$ cat src/rtl/i2cms_pkg.sv
// Package of the I2C master transaction sequencer: codes, word types and
// default store depths. No dependencies.
`timescale 1ns / 1ps

package i2cms_pkg;

  localparam int TX_DEPTH_DEF = 32;
  localparam int RX_DEPTH_DEF = 32;
  // Widest store address (depths go up to 256)
  localparam int STORE_AW_MAX = 8;

  typedef enum logic [2:0] {
    OP_LOAD_TX   = 3'd0,
    OP_START_WR  = 3'd1,
    OP_START_RD  = 3'd2,
    OP_BUS_EVENT = 3'd3,
    OP_READ_RX   = 3'd4
  } op_e;

  typedef enum logic [3:0] {
    EV_START      = 4'd0,
    EV_REP_START  = 4'd1,
    EV_SLAW_ACK   = 4'd2,
    EV_SLAW_NACK  = 4'd3,
    EV_DATA_ACK   = 4'd4,
    EV_DATA_NACK  = 4'd5,
    EV_ARB_LOST   = 4'd6,
    EV_SLAR_ACK   = 4'd7,
    EV_SLAR_NACK  = 4'd8,
    EV_RX_ACK     = 4'd9,
    EV_RX_NACK    = 4'd10,
    EV_NONE       = 4'd11,
    EV_ILLEGAL    = 4'd12
  } event_e;

  typedef enum logic [2:0] {
    CMD_NONE  = 3'd0,
    CMD_START = 3'd1,
    CMD_SEND  = 3'd2,
    CMD_ACK   = 3'd3,
    CMD_NACK  = 3'd4,
    CMD_STOP  = 3'd5
  } cmd_e;

  typedef enum logic [2:0] {
    MODE_READY   = 3'd0,
    MODE_INIT    = 3'd1,
    MODE_REPSENT = 3'd2,
    MODE_TX      = 3'd3,
    MODE_RX      = 3'd4
  } mode_e;

  typedef enum logic [2:0] {
    ERR_OK        = 3'd0,
    ERR_BUSY      = 3'd1,
    ERR_SLAR_NACK = 3'd2,
    ERR_SLAW_NACK = 3'd3,
    ERR_DATA_NACK = 3'd4,
    ERR_ARB_LOST  = 3'd5,
    ERR_ILLEGAL   = 3'd6
  } err_e;

  typedef struct packed {
    logic [2:0] operation;
    logic [7:0] data_byte;
    logic [6:0] device_address;
    logic [5:0] length;
    logic       repeated_start;
    logic [3:0] event_code;
    logic [4:0] index;
  } in_item_t;

  typedef struct packed {
    logic [2:0] bus_command;
    logic [7:0] tx_byte;
    logic [7:0] rx_data;
    logic [2:0] bus_mode;
    logic [2:0] error_status;
    logic       accepted;
    logic       finished;
  } out_item_t;

  // Access to one byte store: one write and one registered read per cycle
  typedef struct packed {
    logic                    we;
    logic [STORE_AW_MAX-1:0] waddr;
    logic [7:0]              wdata;
    logic                    re;
    logic [STORE_AW_MAX-1:0] raddr;
  } store_req_t;

  // Registered decision, merged with store read data at the output
  typedef struct packed {
    cmd_e       cmd;
    mode_e      mode;
    err_e       err;
    logic       acc;
    logic       fin;
    logic       tx_sel;
    logic       tx_fwd;
    logic [7:0] tx_fwd_byte;
    logic       rx_sel;
  } res_t;

endpackage

$ cat src/rtl/i2cms_store.sv
// Byte store with one write port and one registered read port.
// Depends on i2cms_pkg for the access request type.
`timescale 1ns / 1ps

module i2cms_store #(
  parameter int DEPTH = i2cms_pkg::TX_DEPTH_DEF
) (
  input  logic                   clk,
  input  i2cms_pkg::store_req_t  req,
  output logic [7:0]             rd_data_r
);
  import i2cms_pkg::*;

  localparam int AW = $clog2(DEPTH);

  logic [7:0] mem [DEPTH];

  always_ff @(posedge clk) begin
    if (req.we) begin
      mem[req.waddr[AW-1:0]] <= req.wdata;
    end
    // hold the last read while no new read is issued
    if (req.re) begin
      rd_data_r <= mem[req.raddr[AW-1:0]];
    end
  end

endmodule

$ cat src/rtl/i2cms_ctrl.sv
// Transaction state and per-word decision logic of the I2C sequencer.
// Depends on i2cms_pkg; drives the two byte stores and the result register.
`timescale 1ns / 1ps

module i2cms_ctrl #(
  parameter int TX_DEPTH = i2cms_pkg::TX_DEPTH_DEF,
  parameter int RX_DEPTH = i2cms_pkg::RX_DEPTH_DEF
) (
  input  logic                  clk,
  input  logic                  rst_n,
  input  i2cms_pkg::in_item_t   item,
  input  logic                  advance,
  output i2cms_pkg::store_req_t tx_req,
  output i2cms_pkg::store_req_t rx_req,
  output i2cms_pkg::res_t       res_r
);
  import i2cms_pkg::*;

  localparam int TXC_W = $clog2(TX_DEPTH + 1);
  localparam int RXC_W = $clog2(RX_DEPTH + 1);

  logic [TXC_W-1:0] tx_count_r, tx_count_nxt;
  logic [TXC_W-1:0] tx_pos_r, tx_pos_nxt;
  logic [RXC_W-1:0] rx_count_r, rx_count_nxt;
  logic [RXC_W-1:0] rx_pos_r, rx_pos_nxt;
  mode_e            mode_r, mode_nxt;
  err_e             err_r, err_nxt;
  logic             hold_r, hold_nxt;
  res_t             res_nxt;

  logic             ready_m;
  logic             reject;
  logic             do_launch;
  logic             do_finish;
  err_e             fin_err;
  logic             rx_next;
  logic [RXC_W:0]   pos_inc;
  logic [7:0]       rd_addr_byte;

  assign ready_m      = (mode_r == MODE_READY) || (mode_r == MODE_REPSENT);
  assign rd_addr_byte = {item.device_address, 1'b1};

  always_comb begin
    tx_count_nxt = tx_count_r;
    tx_pos_nxt   = tx_pos_r;
    rx_count_nxt = rx_count_r;
    rx_pos_nxt   = rx_pos_r;
    mode_nxt     = mode_r;
    err_nxt      = err_r;
    hold_nxt     = hold_r;
    tx_req       = '0;
    rx_req       = '0;
    reject       = 1'b0;
    do_launch    = 1'b0;
    do_finish    = 1'b0;
    fin_err      = ERR_OK;
    rx_next      = 1'b0;
    pos_inc      = '0;
    res_nxt      = '0;
    res_nxt.cmd  = CMD_NONE;

    unique case (op_e'(item.operation))
      OP_LOAD_TX: begin
        if (int'(item.index) < TX_DEPTH) begin
          tx_req.we    = 1'b1;
          tx_req.waddr = STORE_AW_MAX'(item.index);
          tx_req.wdata = item.data_byte;
        end
      end
      OP_START_WR: begin
        if (!ready_m || int'(item.length) > TX_DEPTH) begin
          reject = 1'b1;
        end else begin
          res_nxt.acc  = 1'b1;
          hold_nxt     = item.repeated_start;
          tx_count_nxt = TXC_W'(item.length);
          do_launch    = 1'b1;
        end
      end
      OP_START_RD: begin
        if (!ready_m || int'(item.length) > RX_DEPTH) begin
          reject = 1'b1;
        end else begin
          res_nxt.acc  = 1'b1;
          rx_pos_nxt   = '0;
          rx_count_nxt = RXC_W'(item.length);
          // address byte goes to slot zero; forward it if sent at once
          tx_req.we    = 1'b1;
          tx_req.waddr = '0;
          tx_req.wdata = rd_addr_byte;
          res_nxt.tx_fwd      = 1'b1;
          res_nxt.tx_fwd_byte = rd_addr_byte;
          tx_count_nxt = TXC_W'(1);
          hold_nxt     = item.repeated_start;
          do_launch    = 1'b1;
        end
      end
      OP_BUS_EVENT: begin
        unique case (event_e'(item.event_code))
          EV_START, EV_SLAW_ACK, EV_DATA_ACK: begin
            if (event_e'(item.event_code) == EV_SLAW_ACK) begin
              mode_nxt = MODE_TX;
            end
            if (tx_pos_r < tx_count_r) begin
              tx_req.re      = 1'b1;
              tx_req.raddr   = STORE_AW_MAX'(tx_pos_r);
              res_nxt.tx_sel = 1'b1;
              tx_pos_nxt     = tx_pos_r + 1'b1;
              err_nxt        = ERR_OK;
              res_nxt.cmd    = CMD_SEND;
            end else begin
              do_finish = 1'b1;
            end
          end
          EV_SLAR_ACK: begin
            mode_nxt = MODE_RX;
            rx_next  = 1'b1;
          end
          EV_RX_ACK, EV_RX_NACK: begin
            if (int'(rx_pos_r) < RX_DEPTH) begin
              rx_req.we    = 1'b1;
              rx_req.waddr = STORE_AW_MAX'(rx_pos_r);
              rx_req.wdata = item.data_byte;
              rx_pos_nxt   = rx_pos_r + 1'b1;
            end
            if (event_e'(item.event_code) == EV_RX_ACK) begin
              rx_next = 1'b1;
            end else begin
              do_finish = 1'b1;
            end
          end
          EV_SLAR_NACK: begin
            do_finish = 1'b1;
            fin_err   = ERR_SLAR_NACK;
          end
          EV_SLAW_NACK: begin
            do_finish = 1'b1;
            fin_err   = ERR_SLAW_NACK;
          end
          EV_DATA_NACK: begin
            do_finish = 1'b1;
            fin_err   = ERR_DATA_NACK;
          end
          EV_ARB_LOST: begin
            do_finish = 1'b1;
            fin_err   = ERR_ARB_LOST;
          end
          EV_REP_START: begin
            mode_nxt = MODE_REPSENT;
          end
          EV_ILLEGAL: begin
            err_nxt     = ERR_ILLEGAL;
            mode_nxt    = MODE_READY;
            res_nxt.cmd = CMD_STOP;
            res_nxt.fin = 1'b1;
          end
          default: begin
          end
        endcase
      end
      OP_READ_RX: begin
        if (int'(item.index) < RX_DEPTH) begin
          rx_req.re      = 1'b1;
          rx_req.raddr   = STORE_AW_MAX'(item.index);
          res_nxt.rx_sel = 1'b1;
        end
      end
      default: begin
      end
    endcase

    // begin a transfer: straight to data after a repeated start
    if (do_launch) begin
      mode_nxt = MODE_INIT;
      if (mode_r == MODE_REPSENT) begin
        tx_req.re      = 1'b1;
        tx_req.raddr   = '0;
        res_nxt.tx_sel = 1'b1;
        tx_pos_nxt     = TXC_W'(1);
        res_nxt.cmd    = CMD_SEND;
      end else begin
        tx_pos_nxt  = '0;
        res_nxt.cmd = CMD_START;
      end
    end

    // ACK while more bytes follow the one now requested, NACK on the last
    if (rx_next) begin
      err_nxt     = ERR_OK;
      pos_inc     = {1'b0, rx_pos_nxt} + (RXC_W + 1)'(1);
      res_nxt.cmd = (pos_inc < {1'b0, rx_count_r}) ? CMD_ACK : CMD_NACK;
    end

    // end of transfer: keep the bus with a new start, or stop
    if (do_finish) begin
      err_nxt = fin_err;
      if (hold_r) begin
        res_nxt.cmd = CMD_START;
      end else begin
        mode_nxt    = MODE_READY;
        res_nxt.fin = 1'b1;
        res_nxt.cmd = CMD_STOP;
      end
    end

    res_nxt.mode = mode_nxt;
    res_nxt.err  = reject ? ERR_BUSY : err_nxt;

    if (!advance) begin
      tx_req = '0;
      rx_req = '0;
    end
  end

  always_ff @(posedge clk) begin
    if (!rst_n) begin
      tx_count_r <= '0;
      tx_pos_r   <= '0;
      rx_count_r <= '0;
      rx_pos_r   <= '0;
      mode_r     <= MODE_READY;
      err_r      <= ERR_OK;
      hold_r     <= 1'b0;
    end else if (advance) begin
      tx_count_r <= tx_count_nxt;
      tx_pos_r   <= tx_pos_nxt;
      rx_count_r <= rx_count_nxt;
      rx_pos_r   <= rx_pos_nxt;
      mode_r     <= mode_nxt;
      err_r      <= err_nxt;
      hold_r     <= hold_nxt;
    end
  end

  always_ff @(posedge clk) begin
    if (advance) begin
      res_r <= res_nxt;
    end
  end

endmodule

$ cat src/rtl/i2c_master_transaction_sequencer.sv
// I2C master transaction sequencer, top level.
// Channels: in_valid/in_ready/in_data carry one request word (load tx byte,
// start write, start read, bus event, read rx byte); out_valid/out_ready/
// out_data return exactly one result word per request, in order.
// Pipeline: an input register, the decision logic with the store accesses,
// and a result register merged with the store read data.
// Throughput is one word per cycle while the receiver does not stall, and each
// word needs at most one write and one read of each store.
// When the receiver stalls, the result register holds and one more word
// waits in the input register; in_ready drops only while both are full.
// Synchronous reset (rst_n low) empties the pipeline, clears counters and
// positions, sets the bus mode to ready and the error to ok. The stores are
// not cleared; bytes must be loaded or received before they are read.
// Depends on i2cms_pkg, i2cms_ctrl and i2cms_store.
`timescale 1ns / 1ps

module i2c_master_transaction_sequencer #(
  parameter int TX_DEPTH = i2cms_pkg::TX_DEPTH_DEF,
  parameter int RX_DEPTH = i2cms_pkg::RX_DEPTH_DEF
) (
  input  logic                 clk,
  input  logic                 rst_n,
  input  logic                 in_valid,
  output logic                 in_ready,
  input  i2cms_pkg::in_item_t  in_data,
  output logic                 out_valid,
  input  logic                 out_ready,
  output i2cms_pkg::out_item_t out_data
);
  import i2cms_pkg::*;

  logic       s1_v_r;
  in_item_t   in_r;
  logic       out_v_r;
  logic       advance;
  store_req_t tx_req;
  store_req_t rx_req;
  res_t       res_r;
  logic [7:0] tx_rd;
  logic [7:0] rx_rd;

  assign advance   = s1_v_r && (!out_v_r || out_ready);
  assign in_ready  = !s1_v_r || advance;
  assign out_valid = out_v_r;

  always_ff @(posedge clk) begin
    if (!rst_n) begin
      s1_v_r  <= 1'b0;
      out_v_r <= 1'b0;
    end else begin
      if (in_ready) begin
        s1_v_r <= in_valid;
      end
      if (advance) begin
        out_v_r <= 1'b1;
      end else if (out_ready) begin
        out_v_r <= 1'b0;
      end
    end
  end

  always_ff @(posedge clk) begin
    if (in_valid && in_ready) begin
      in_r <= in_data;
    end
  end

  i2cms_ctrl #(
    .TX_DEPTH (TX_DEPTH),
    .RX_DEPTH (RX_DEPTH)
  ) u_ctrl (
    .clk     (clk),
    .rst_n   (rst_n),
    .item    (in_r),
    .advance (advance),
    .tx_req  (tx_req),
    .rx_req  (rx_req),
    .res_r   (res_r)
  );

  i2cms_store #(
    .DEPTH (TX_DEPTH)
  ) u_tx_store (
    .clk       (clk),
    .req       (tx_req),
    .rd_data_r (tx_rd)
  );

  i2cms_store #(
    .DEPTH (RX_DEPTH)
  ) u_rx_store (
    .clk       (clk),
    .req       (rx_req),
    .rd_data_r (rx_rd)
  );

  always_comb begin
    out_data              = '0;
    out_data.bus_command  = res_r.cmd;
    out_data.bus_mode     = res_r.mode;
    out_data.error_status = res_r.err;
    out_data.accepted     = res_r.acc;
    out_data.finished     = res_r.fin;
    if (res_r.tx_sel) begin
      out_data.tx_byte = res_r.tx_fwd ? res_r.tx_fwd_byte : tx_rd;
    end
    if (res_r.rx_sel) begin
      out_data.rx_data = rx_rd;
    end
  end

endmodule

$ cat config.mk
export PLATFORM = sky130hd
export DESIGN_NAME = i2c_master_transaction_sequencer
export DESIGN_NICKNAME = d
export VERILOG_FILES = /design/src/rtl/i2cms_pkg.sv /design/src/rtl/i2cms_store.sv /design/src/rtl/i2cms_ctrl.sv /design/src/rtl/i2c_master_transaction_sequencer.sv
export SDC_FILE = /design/constraint.sdc
export NUM_CORES = 1
export LEC_CHECK = 0
export ABC_CLOCK_PERIOD_IN_PS = 5100
export BUFFER_PORTS_ARGS = -buffer_cell sky130_fd_sc_hd__buf_2
export CAP_MARGIN = 20
export CORE_MARGIN = 4
export CORE_UTILIZATION = 55
export CTS_CLUSTER_SIZE = 16
export DETAILED_ROUTE_END_ITERATION = 7
export GPL_TIMING_DRIVEN = 0
export HOLD_SLACK_MARGIN = 0.06
export PLACE_DENSITY = 0.83
export SLEW_MARGIN = 20
export SYNTH_ARGS = -nofsm -noshare
export SYNTH_HDL_FRONTEND = slang
export SYNTH_SLANG_ARGS = --single-unit
$ cat constraint.sdc
create_clock -name clk -period 5.1 [get_ports clk]
set_input_delay 0.255 -clock clk [delete_from_list [all_inputs] [get_ports clk]]
set_output_delay 0.255 -clock clk [all_outputs]
set_load 0.03 [all_outputs]
Yosys cells after proc, flatten, opt, wreduce, memory -nomap -nowiden
Memory sizes are Yosys's and may differ from the RTL's. A register that Yosys moved wholly into a read port is not among the register bits.
Cells that the tools add are included.
{"block": "totals", "ram_bits": 512, "reg_bits": 89, "memories": 2, "word_cells": 158, "out_inout_bits": 29}
{"block": "classes", "reduce_logical": 26, "n_mux": 77, "addsub": 3, "eq_ne": 18, "bitwise": 2, "magnitude_cmp": 4}
{"name": "u_rx_store.mem", "depth": 32, "word_bits": 8, "read_ports": 1, "rd_clocked_by_memory_dff": 1, "wr": 1, "line": "i2cms_store.sv:16", "text": "logic [7:0] mem [DEPTH];"}
{"name": "u_tx_store.mem", "depth": 32, "word_bits": 8, "read_ports": 1, "rd_clocked_by_memory_dff": 1, "wr": 1, "line": "i2cms_store.sv:16"}
{"op": "17-bit two-way mux", "count": 4}
{"op": "9-bit two-way mux", "count": 7}
{"op": "6-bit two-way mux", "count": 9}
{"op": "26-bit two-way mux", "count": 2}
{"op": "3-bit two-way mux", "count": 16}
{"op": "17-bit case mux with 2 select lines", "count": 1}
{"op": "1-bit two-way mux", "count": 24}
{"op": "8-bit two-way mux", "count": 3}
{"op": "3-bit case mux with 4 select lines", "count": 2}
{"op": "6-bit case mux with 2 select lines", "count": 2}
{"op": "4-bit by 3-bit equality test with 1-bit output, second input constant", "count": 4}
{"op": "4-bit equality test, second input constant", "count": 4}
{"op": "6-bit by 1-bit adder with 6-bit output, second input constant", "count": 2}
{"op": "3-bit case mux with 2 select lines", "count": 2}
{"op": "2-bit nonzero test", "count": 5}
{"op": "3-bit by 2-bit equality test with 1-bit output, second input constant", "count": 3}
{"op": "4-bit by 2-bit equality test with 1-bit output, second input constant", "count": 2}
{"op": "4-bit AND reduction", "count": 2}
{"op": "6-bit by 1-bit adder with 7-bit output, second input constant", "count": 1}
{"op": "7-bit by 6-bit less-than comparator with 1-bit output", "count": 1}
{"op": "6-bit > comparator, second input constant", "count": 1}
{"op": "3-bit zero test", "count": 2}
{"op": "6-bit less-than comparator", "count": 1}
{"op": "6-bit less-than comparator, second input constant", "count": 1}
{"op": "other kinds (16)", "count": 29}

Logic depth before layout (Yosys ltp)
Gate-level depths: netlist of the first run.
{"block": "logic_depth", "depth_word": 11, "ltp_mapped": 18, "depth_no_buf": 16}

By module
From an unflattened synthesis of the first run, not the netlist that was laid out.
{"block": "unflattened", "cells_unflattened": 1325, "area_unflattened_um2": 25086.6}
{"module": "i2cms_store", "area_per_inst_um2": 10133.5, "n_inst": 2, "seq_area_each_um2": 7927.6, "cells_per_inst": 417}
{"module": "i2cms_ctrl", "area_per_inst_um2": 3523.4, "n_inst": 1, "seq_area_each_um2": 1251.2, "cells_per_inst": 423}
{"module": "i2c_master_transaction_sequencer", "area_per_inst_um2": 1296.2, "n_inst": 1, "seq_area_each_um2": 1061.0, "cells_per_inst": 68}

Worst setup path before layout of the first run
No wires, ideal clock.
{"block": "synth_timing", "path_kind": "register to register", "start": "reg in_r[33] (netlist name)", "end": "reg u_ctrl.res_r[21] (netlist name)", "t_arrival_ns": 3.548, "slack_ns": 1.297, "required_ns": 4.845, "path_stages_with_launch": 19, "period_less_slack_ns": 3.803, "path_cell_list": "edfxtp_1 -> buf_2 -> and3b_1 -> buf_2 -> and4_1 -> clkbuf_1 -> nand4b_1 -> o21ai_1 -> ha_1 -> and2_1 -> nand2_1 -> xor2_1 -> ha_1 -> a211o_1 -> a21oi_1 -> a21boi_0 -> a311oi_1 -> a311o_1 -> a31o_1"}
{"element": "start: declaration", "line": "i2c_master_transaction_sequencer.sv:33", "text": "in_item_t in_r;"}
{"element": "start signal: assignment", "line": "i2c_master_transaction_sequencer.sv:64", "text": "in_r <= in_data;"}

==> flow_summary.ini, run 1 <==
[global_routing]
grt_util_all_layers_pct = 24.7
grt_pass1_wl_mm = 95.1
grt_pass1_vias = 15887
antenna_found_initial = 0
overflow = 0
grt_start_max_net_pins = 33

[synth]
synthFlopType = edfxtp_1
synth_area_leaders = edfxtp_1 69%, mux2i_1 5.2%, dfxtp_1 2.6%, nand2_1 2.3%, nor2_1 2.1%
synthArstFlopShare_pct = 0
synth_largest_area_cell = edfxtp_1
yosysUniqueCellTypes = 80
synth_cells = 1751
syn_area_mm2 = 0.0254
ys_warn_count = 0
syn_nets = 1803
synth_top_area_share_pct = 69.0
yosysSeqAreaShare_pct = 71.6
synth_edf_count = 583
ys_ff_latch = 616
syn_area_per_cell_um2 = 14.5

[timing]
max_freq_ghz = 0.211
clock_skew_ns = 0.0271
worst_pin_slew_ns = 0.931
fin_crit_ns = 4.75
finalSetupViolCount = 0
maxSlewHeadroom_pct = 37.5
rsz0062_at_grt = false
setup_tns_ns = 0
min_period_over_period_pct = 93.1
drv_slew = 0
report.final.hold_viol_count = 0

[floorplanning]
design.portCount = 67
dieArea_mm2 = 0.0496
start_util_pct = 55.8
fp-row-count = 78
die_w_um = 223
core_area_mm2 = 0.0455
die_h_um = 223

[clock_network]
cts_tree = yes
clk_path_buf_depth = 3
clock-root-buffer = clkbuf_16
clock_latency_ns = 0.60
cts_made_buffers = 55
ctsHtreeMaxLevel = 2
cts.sinks = 616
path_clk_slew_ns = 0.08
post_cts_buffers = 0

[cells_and_area]
antenna_cells = 0
final_common_cell = edfxtp_1
fin_area_mm2 = 0.0288
final_cells = 2560
post-route-util_pct = 63.4
syn_to_final_growth_pct = 13.6
layout_common_cells = 583 x edfxtp_1, 153 x nand2_1, 133 x mux2i_1
fin_nets = 1968
fillCellCount = 3166
drive_gt1_share_pct = 14.2

[worst_hold_path]
whs_path_depth = 4
hold_start = out_ready
hold_path.class = primary input to flop
hold_end = s1_v_r

[routing]
drt_wl_total_mm = 62.4
drc = 0
firstDrtPassIters = 6
postRouteAntennaNets = 0
drt_iter0_markers = 2290
via_count = 16001
routedWlPerCell_um = 24.4
viasPerCell = 6.25

[worst_setup_path]
rrSetupSlack_ns = 0.35
required_ns = 5.44
startpoint_type = flop
cpLargestDelayFamily = compound AO/OA/AOI/OAI gates
reg2reg_to = u_ctrl.res_r[21]
reg2reg_depth = 17
worst-path-max-fanout = 10
arrival_ns = 5.08
max_stage_delay_ns = 0.62
cp-end-kind = flop
crit_slowest_cell = edfxtp_1
cp_num_buf_inv = 2
path_cells = and3b_1 > buf_2 > and4_1 > clkbuf_2 > nand4b_1 > o21ai_1 > ha_1 > and2_1 > nand2_1 > xor2_1 > ha_1 > a211o_1 > a21oi_1 > a21boi_0 > a311oi_1 > a311o_1 > a31o_1
r2r_start = in_r[31]
cp_common_cell = ha_1
path_class = flop to flop

[pwr]
p_leak_nw = 10.1
vdd_drop_max_v = 0.000409
power_density_mw_per_mm2 = 347

[placed_design]
hpwlAfterDp_mm = 40.6
numPortBuffers = 66
dp.cells = 2423
gp_congestion = 0.932
dpl-instance-area_mm2 = 0.0267

[status]
status = completed

[flow_run]
maxCapViolCount = 0
==> cells by family after synthesis <==
family | after synthesis | synth area share [%]
flops | 616 | 71.6
xor+xnor | 12 | 0.414
mux | 170 | 7.60
buf+inv | 130 | 2.36
simple gates | 487 | 9.05
fa+ha+maj | 14 | 0.691
compound gates | 322 | 8.27
==> power breakdown <==
| group | internal (mW) | switching, mW |
|---|---|---|
| clock | 2.34 | 1.82 |
| sequential | 5.50 | 0.0248 |
| combinational | 0.117 | 0.209 |
==> flip-flops by register name, summed over array words and instances (netlist names) <==
| signal | flops |
|---|---|
| u_tx_store.rd_data_r | 8 |
| u_ctrl.mode_r | 3 |
| u_ctrl.rx_count_r | 6 |
| u_ctrl.rx_pos_r | 6 |
| u_ctrl.res_r | 21 |
| u_tx_store.mem | 256 |
| in_r | 34 |
| s1_v_r | 1 |
| out_valid | 1 |
| u_rx_store.mem | 256 |
| u_ctrl.hold_r | 1 |
| u_ctrl.err_r | 3 |
| u_rx_store.rd_data_r | 8 |
| u_ctrl.tx_pos_r | 6 |
| u_ctrl.tx_count_r | 6 |
==> timing repair <==
item / CTS / global route
gates resized for setup: 0 / 2
hold buffers: 36 / 0
hold endpoints to repair: 36 / 0
endpoints found under the setup margin: 0 / 1
==> through the flow <==
stage / setup slack (ns) / hold slack, ns / power, mW
global placement: 0.467 / 0.434 / 5.91
CTS: 0.524 / 0.0814 / 9.98
finish: 0.354 / 0.0894 / 10.0
detailed placement: 0.574 / 0.433 / 5.92
global route: 0.130 / 0.113 / 10.3
floorplan: 1.30 / 0.354 / 5.81
==> layout make-up <==
class / count / area, µm² / share of cell area [%]
Sequential cell: 616 / 18200 / 63.0
Multi-Input combinational cell: 1005 / 6680 / 23.2
Clock buffer: 69 / 1500 / 5.21
Timing Repair Buffer: 108 / 827 / 2.87
Tap cell: 600 / 751 / 2.61
Buffer: 107 / 515 / 1.79
Clock inverter: 32 / 293 / 1.02
Inverter: 23 / 86.3 / 0.300
==> worst max-delay path by stage <==
stage,start,cells past startpoint,slack (ns),to
finish,in_r[31],17,0.35,u_ctrl.res_r[21]
global route,in_r[31],17,0.13,u_ctrl.res_r[21]
CTS,in_r[33],18,0.52,u_ctrl.res_r[21]
detailed placement,in_r[33],18,0.57,u_ctrl.res_r[21]
global placement,in_r[31],9,0.47,u_tx_store.mem[9][5]
floorplan,in_r[33],18,1.30,u_ctrl.res_r[21]
==> per-layer routing <==
| metal | track usage (%) | vias to the layer above | wire, µm |
|---|---|---|---|
| li1 | - | 6991 | - |
| met1 | 33.4 | 7868 | 23800 |
| met2 | 41.1 | 958 | 30400 |
| met3 | 4.37 | 184 | 5590 |
| met4 | 8.67 | 0 | 2520 |
| met5 | 0 | - | 0 |
==> cell usage after synthesis (4+ instances only) <==
| library cell | number |
|---|---|
| a211o_1 | 4 |
| a211oi_1 | 12 |
| a21boi_0 | 11 |
| a21oi_1 | 91 |
| a22oi_1 | 11 |
| a31oi_1 | 10 |
| a32oi_1 | 5 |
| and2_1 | 21 |
| and3_1 | 15 |
| buf_1 | 9 |
| buf_2 | 26 |
| buf_4 | 15 |
| clkbuf_1 | 54 |
| dfxtp_1 | 33 |
| edfxtp_1 | 583 |
| ha_1 | 14 |
| inv_1 | 21 |
| mux2_2 | 21 |
| mux2i_1 | 133 |
| mux4_2 | 16 |
| nand2_1 | 153 |
| nand2b_1 | 6 |
| nand3_1 | 49 |
| nand3b_1 | 12 |
| nand4_1 | 14 |
| nor2_1 | 139 |
| nor2b_1 | 36 |
| nor3_1 | 19 |
| o211ai_1 | 17 |
| o21a_1 | 4 |
| o21ai_0 | 52 |
| o21ai_1 | 17 |
| o22a_1 | 8 |
| o22ai_1 | 39 |
| o32ai_1 | 8 |
| xnor2_1 | 6 |
| xor2_1 | 6 |
==> tightest hold or removal path, stage by stage <==
cell	delay [ns]
buf_2	0.10
nor2b_1	0.08
a21oi_1	0.15
nor2b_1	0.05
Note: power is estimated with default switching activity, not from simulation.
==> run 2: changes to the inputs <==
--- a/config.mk
+++ b/config.mk
@@ -8,7 +8,7 @@
 export ABC_CLOCK_PERIOD_IN_PS = 5100
 export BUFFER_PORTS_ARGS = -buffer_cell sky130_fd_sc_hd__buf_2
 export CAP_MARGIN = 20
-export CORE_MARGIN = 4
+export CORE_MARGIN = 2
 export CORE_UTILIZATION = 55
 export CTS_CLUSTER_SIZE = 16
 export DETAILED_ROUTE_END_ITERATION = 7
==> flow_summary.ini, run 2 (same netlist as run 1, synthesis figures left out) <==
[status]
status = completed

[timing]
max_freq_ghz = 0.214
finalSetupViolCount = 0
worst_pin_slew_ns = 1.05
fin_crit_ns = 4.67
rsz0062_at_grt = false
drv_slew = 0
clock_skew_ns = 0.0281
report.final.hold_viol_count = 0
min_period_over_period_pct = 91.6
setup_tns_ns = 0
maxSlewHeadroom_pct = 29.0

[global_routing]
grt_pass1_vias = 16039
overflow = 0
grt_start_max_net_pins = 33
grt_util_all_layers_pct = 26.4
antenna_found_initial = 1
grt_pass1_wl_mm = 94.3

[floorplanning]
dieArea_mm2 = 0.0479
design.portCount = 67
die_w_um = 219
die_h_um = 219
core_area_mm2 = 0.0455
start_util_pct = 55.8
fp-row-count = 78

[cells_and_area]
final_common_cell = edfxtp_1
drive_gt1_share_pct = 14.1
layout_common_cells = 583 x edfxtp_1, 153 x nand2_1, 133 x mux2i_1
final_cells = 2563
fin_area_mm2 = 0.0288
post-route-util_pct = 63.4
syn_to_final_growth_pct = 13.6
fin_nets = 1966

[worst_hold_path]
hold_path.class = primary input to flop

[routing]
via_count = 16134
routedWlPerCell_um = 24.5
drc = 0
postRouteAntennaNets = 0
firstDrtPassIters = 7
viasPerCell = 6.29
drt_iter0_markers = 2727
drt_wl_total_mm = 62.9

[placed_design]
numPortBuffers = 66
dp.cells = 2420
dpl-instance-area_mm2 = 0.0266
hpwlAfterDp_mm = 40.3
gp_congestion = 0.934

[worst_setup_path]
crit_slowest_cell = a311o_1
path_cells = buf_2 > and3b_1 > buf_2 > and4_1 > clkbuf_1 > nand4b_1 > o21ai_1 > ha_1 > and2_1 > nand2_1 > xor2_1 > ha_1 > a211o_1 > a21oi_1 > a21boi_0 > a311oi_1 > a311o_1 > a31o_1
max_stage_delay_ns = 0.44
cp-end-kind = flop
worst-path-max-fanout = 10
required_ns = 5.44
arrival_ns = 5.02
startpoint_type = flop
path_class = flop to flop

[pwr]
power_density_mw_per_mm2 = 352
p_leak_nw = 10.1
vdd_drop_max_v = 0.000319

[clock_network]
clk_path_buf_depth = 3
path_clk_slew_ns = 0.07
cts_made_buffers = 56
clock-root-buffer = clkbuf_16
cts.sinks = 616
cts_tree = yes
clock_latency_ns = 0.61
ctsHtreeMaxLevel = 2

[flow_run]
maxCapViolCount = 0
## run 2: path summary, 6_finish.rpt
| check | startpoint | to | slack (ns) | cells past startpoint |
|---|---|---|---|---|
| worst min-delay path | out_ready | s1_v_r | 0.13 | 4 |
| worst max register to register | in_r[33] | u_ctrl.res_r[21] | 0.43 | 18 |
| worst max-delay path | in_r[33] | u_ctrl.res_r[21] | 0.43 | 18 |
| worst min register to register | u_ctrl.tx_count_r[3] | u_ctrl.tx_count_r[3] | 0.48 | 2 |
## run 2: timing repair
item                                   CTS  global route
setup buffers                            0             0
endpoints found under the hold margin   37             0
gates resized for setup                  0             0
hold buffers                            36             0
## run 2: worst max-delay path: cells and delay by family, from the launching register on
kind | cells | cell delay (ns)
AO/OA/AOI/OAI | 7 | 1.58
buffers and inverters | 3 | 0.80
flip-flops | 1 | 0.38
XOR/XNOR | 1 | 0.16
adder cells (fa/ha/maj) | 2 | 0.50
AND/OR/NAND/NOR | 5 | 0.98
## run 2: metal layers
layer / track usage [%] / share of wire, % / vias to the layer above
met5: 0 / 0 / -
met4: 10.6 / 4.3 / 0
met3: 4.87 / 9.8 / 211
met2: 44.1 / 48 / 1075
met1: 34.5 / 37 / 7860
li1: - / - / 6988
## run 2: layout make-up
type                            count  area (µm²)
Timing Repair Buffer              105         744
Clock buffer                       72        1530
Antenna cell                        1        2.50
Tap cell                          600         751
Fill cell                        3136       16700
Buffer                            107         514
Multi-Input combinational cell   1005        6670
Sequential cell                   616       18200
Clock inverter                     34         344
Inverter                           23        86.3
## run 2: report_power, final
part	total [mW]	switching [mW]	internal (mW)	leakage (nW)
logic	0.324	0.207	0.116	2.67
clock network	4.28	1.85	2.44	0.906
registers	5.52	0.0260	5.50	6.53
total	10.1	2.08	8.05	10.1
## run 2: metrics by stage
step / hold WS, ns / total power, mW / worst slack (ns)
6_report: 0.134 / 10.1 / 0.429
5_1_grt: 0.157 / 10.3 / 0.163
4_1_cts: 0.105 / 10.1 / 0.561
3_5_place_dp: 0.433 / 5.92 / 0.630
3_3_place_gp: 0.433 / 5.91 / 0.594
2_1_floorplan: 0.354 / 5.81 / 1.30
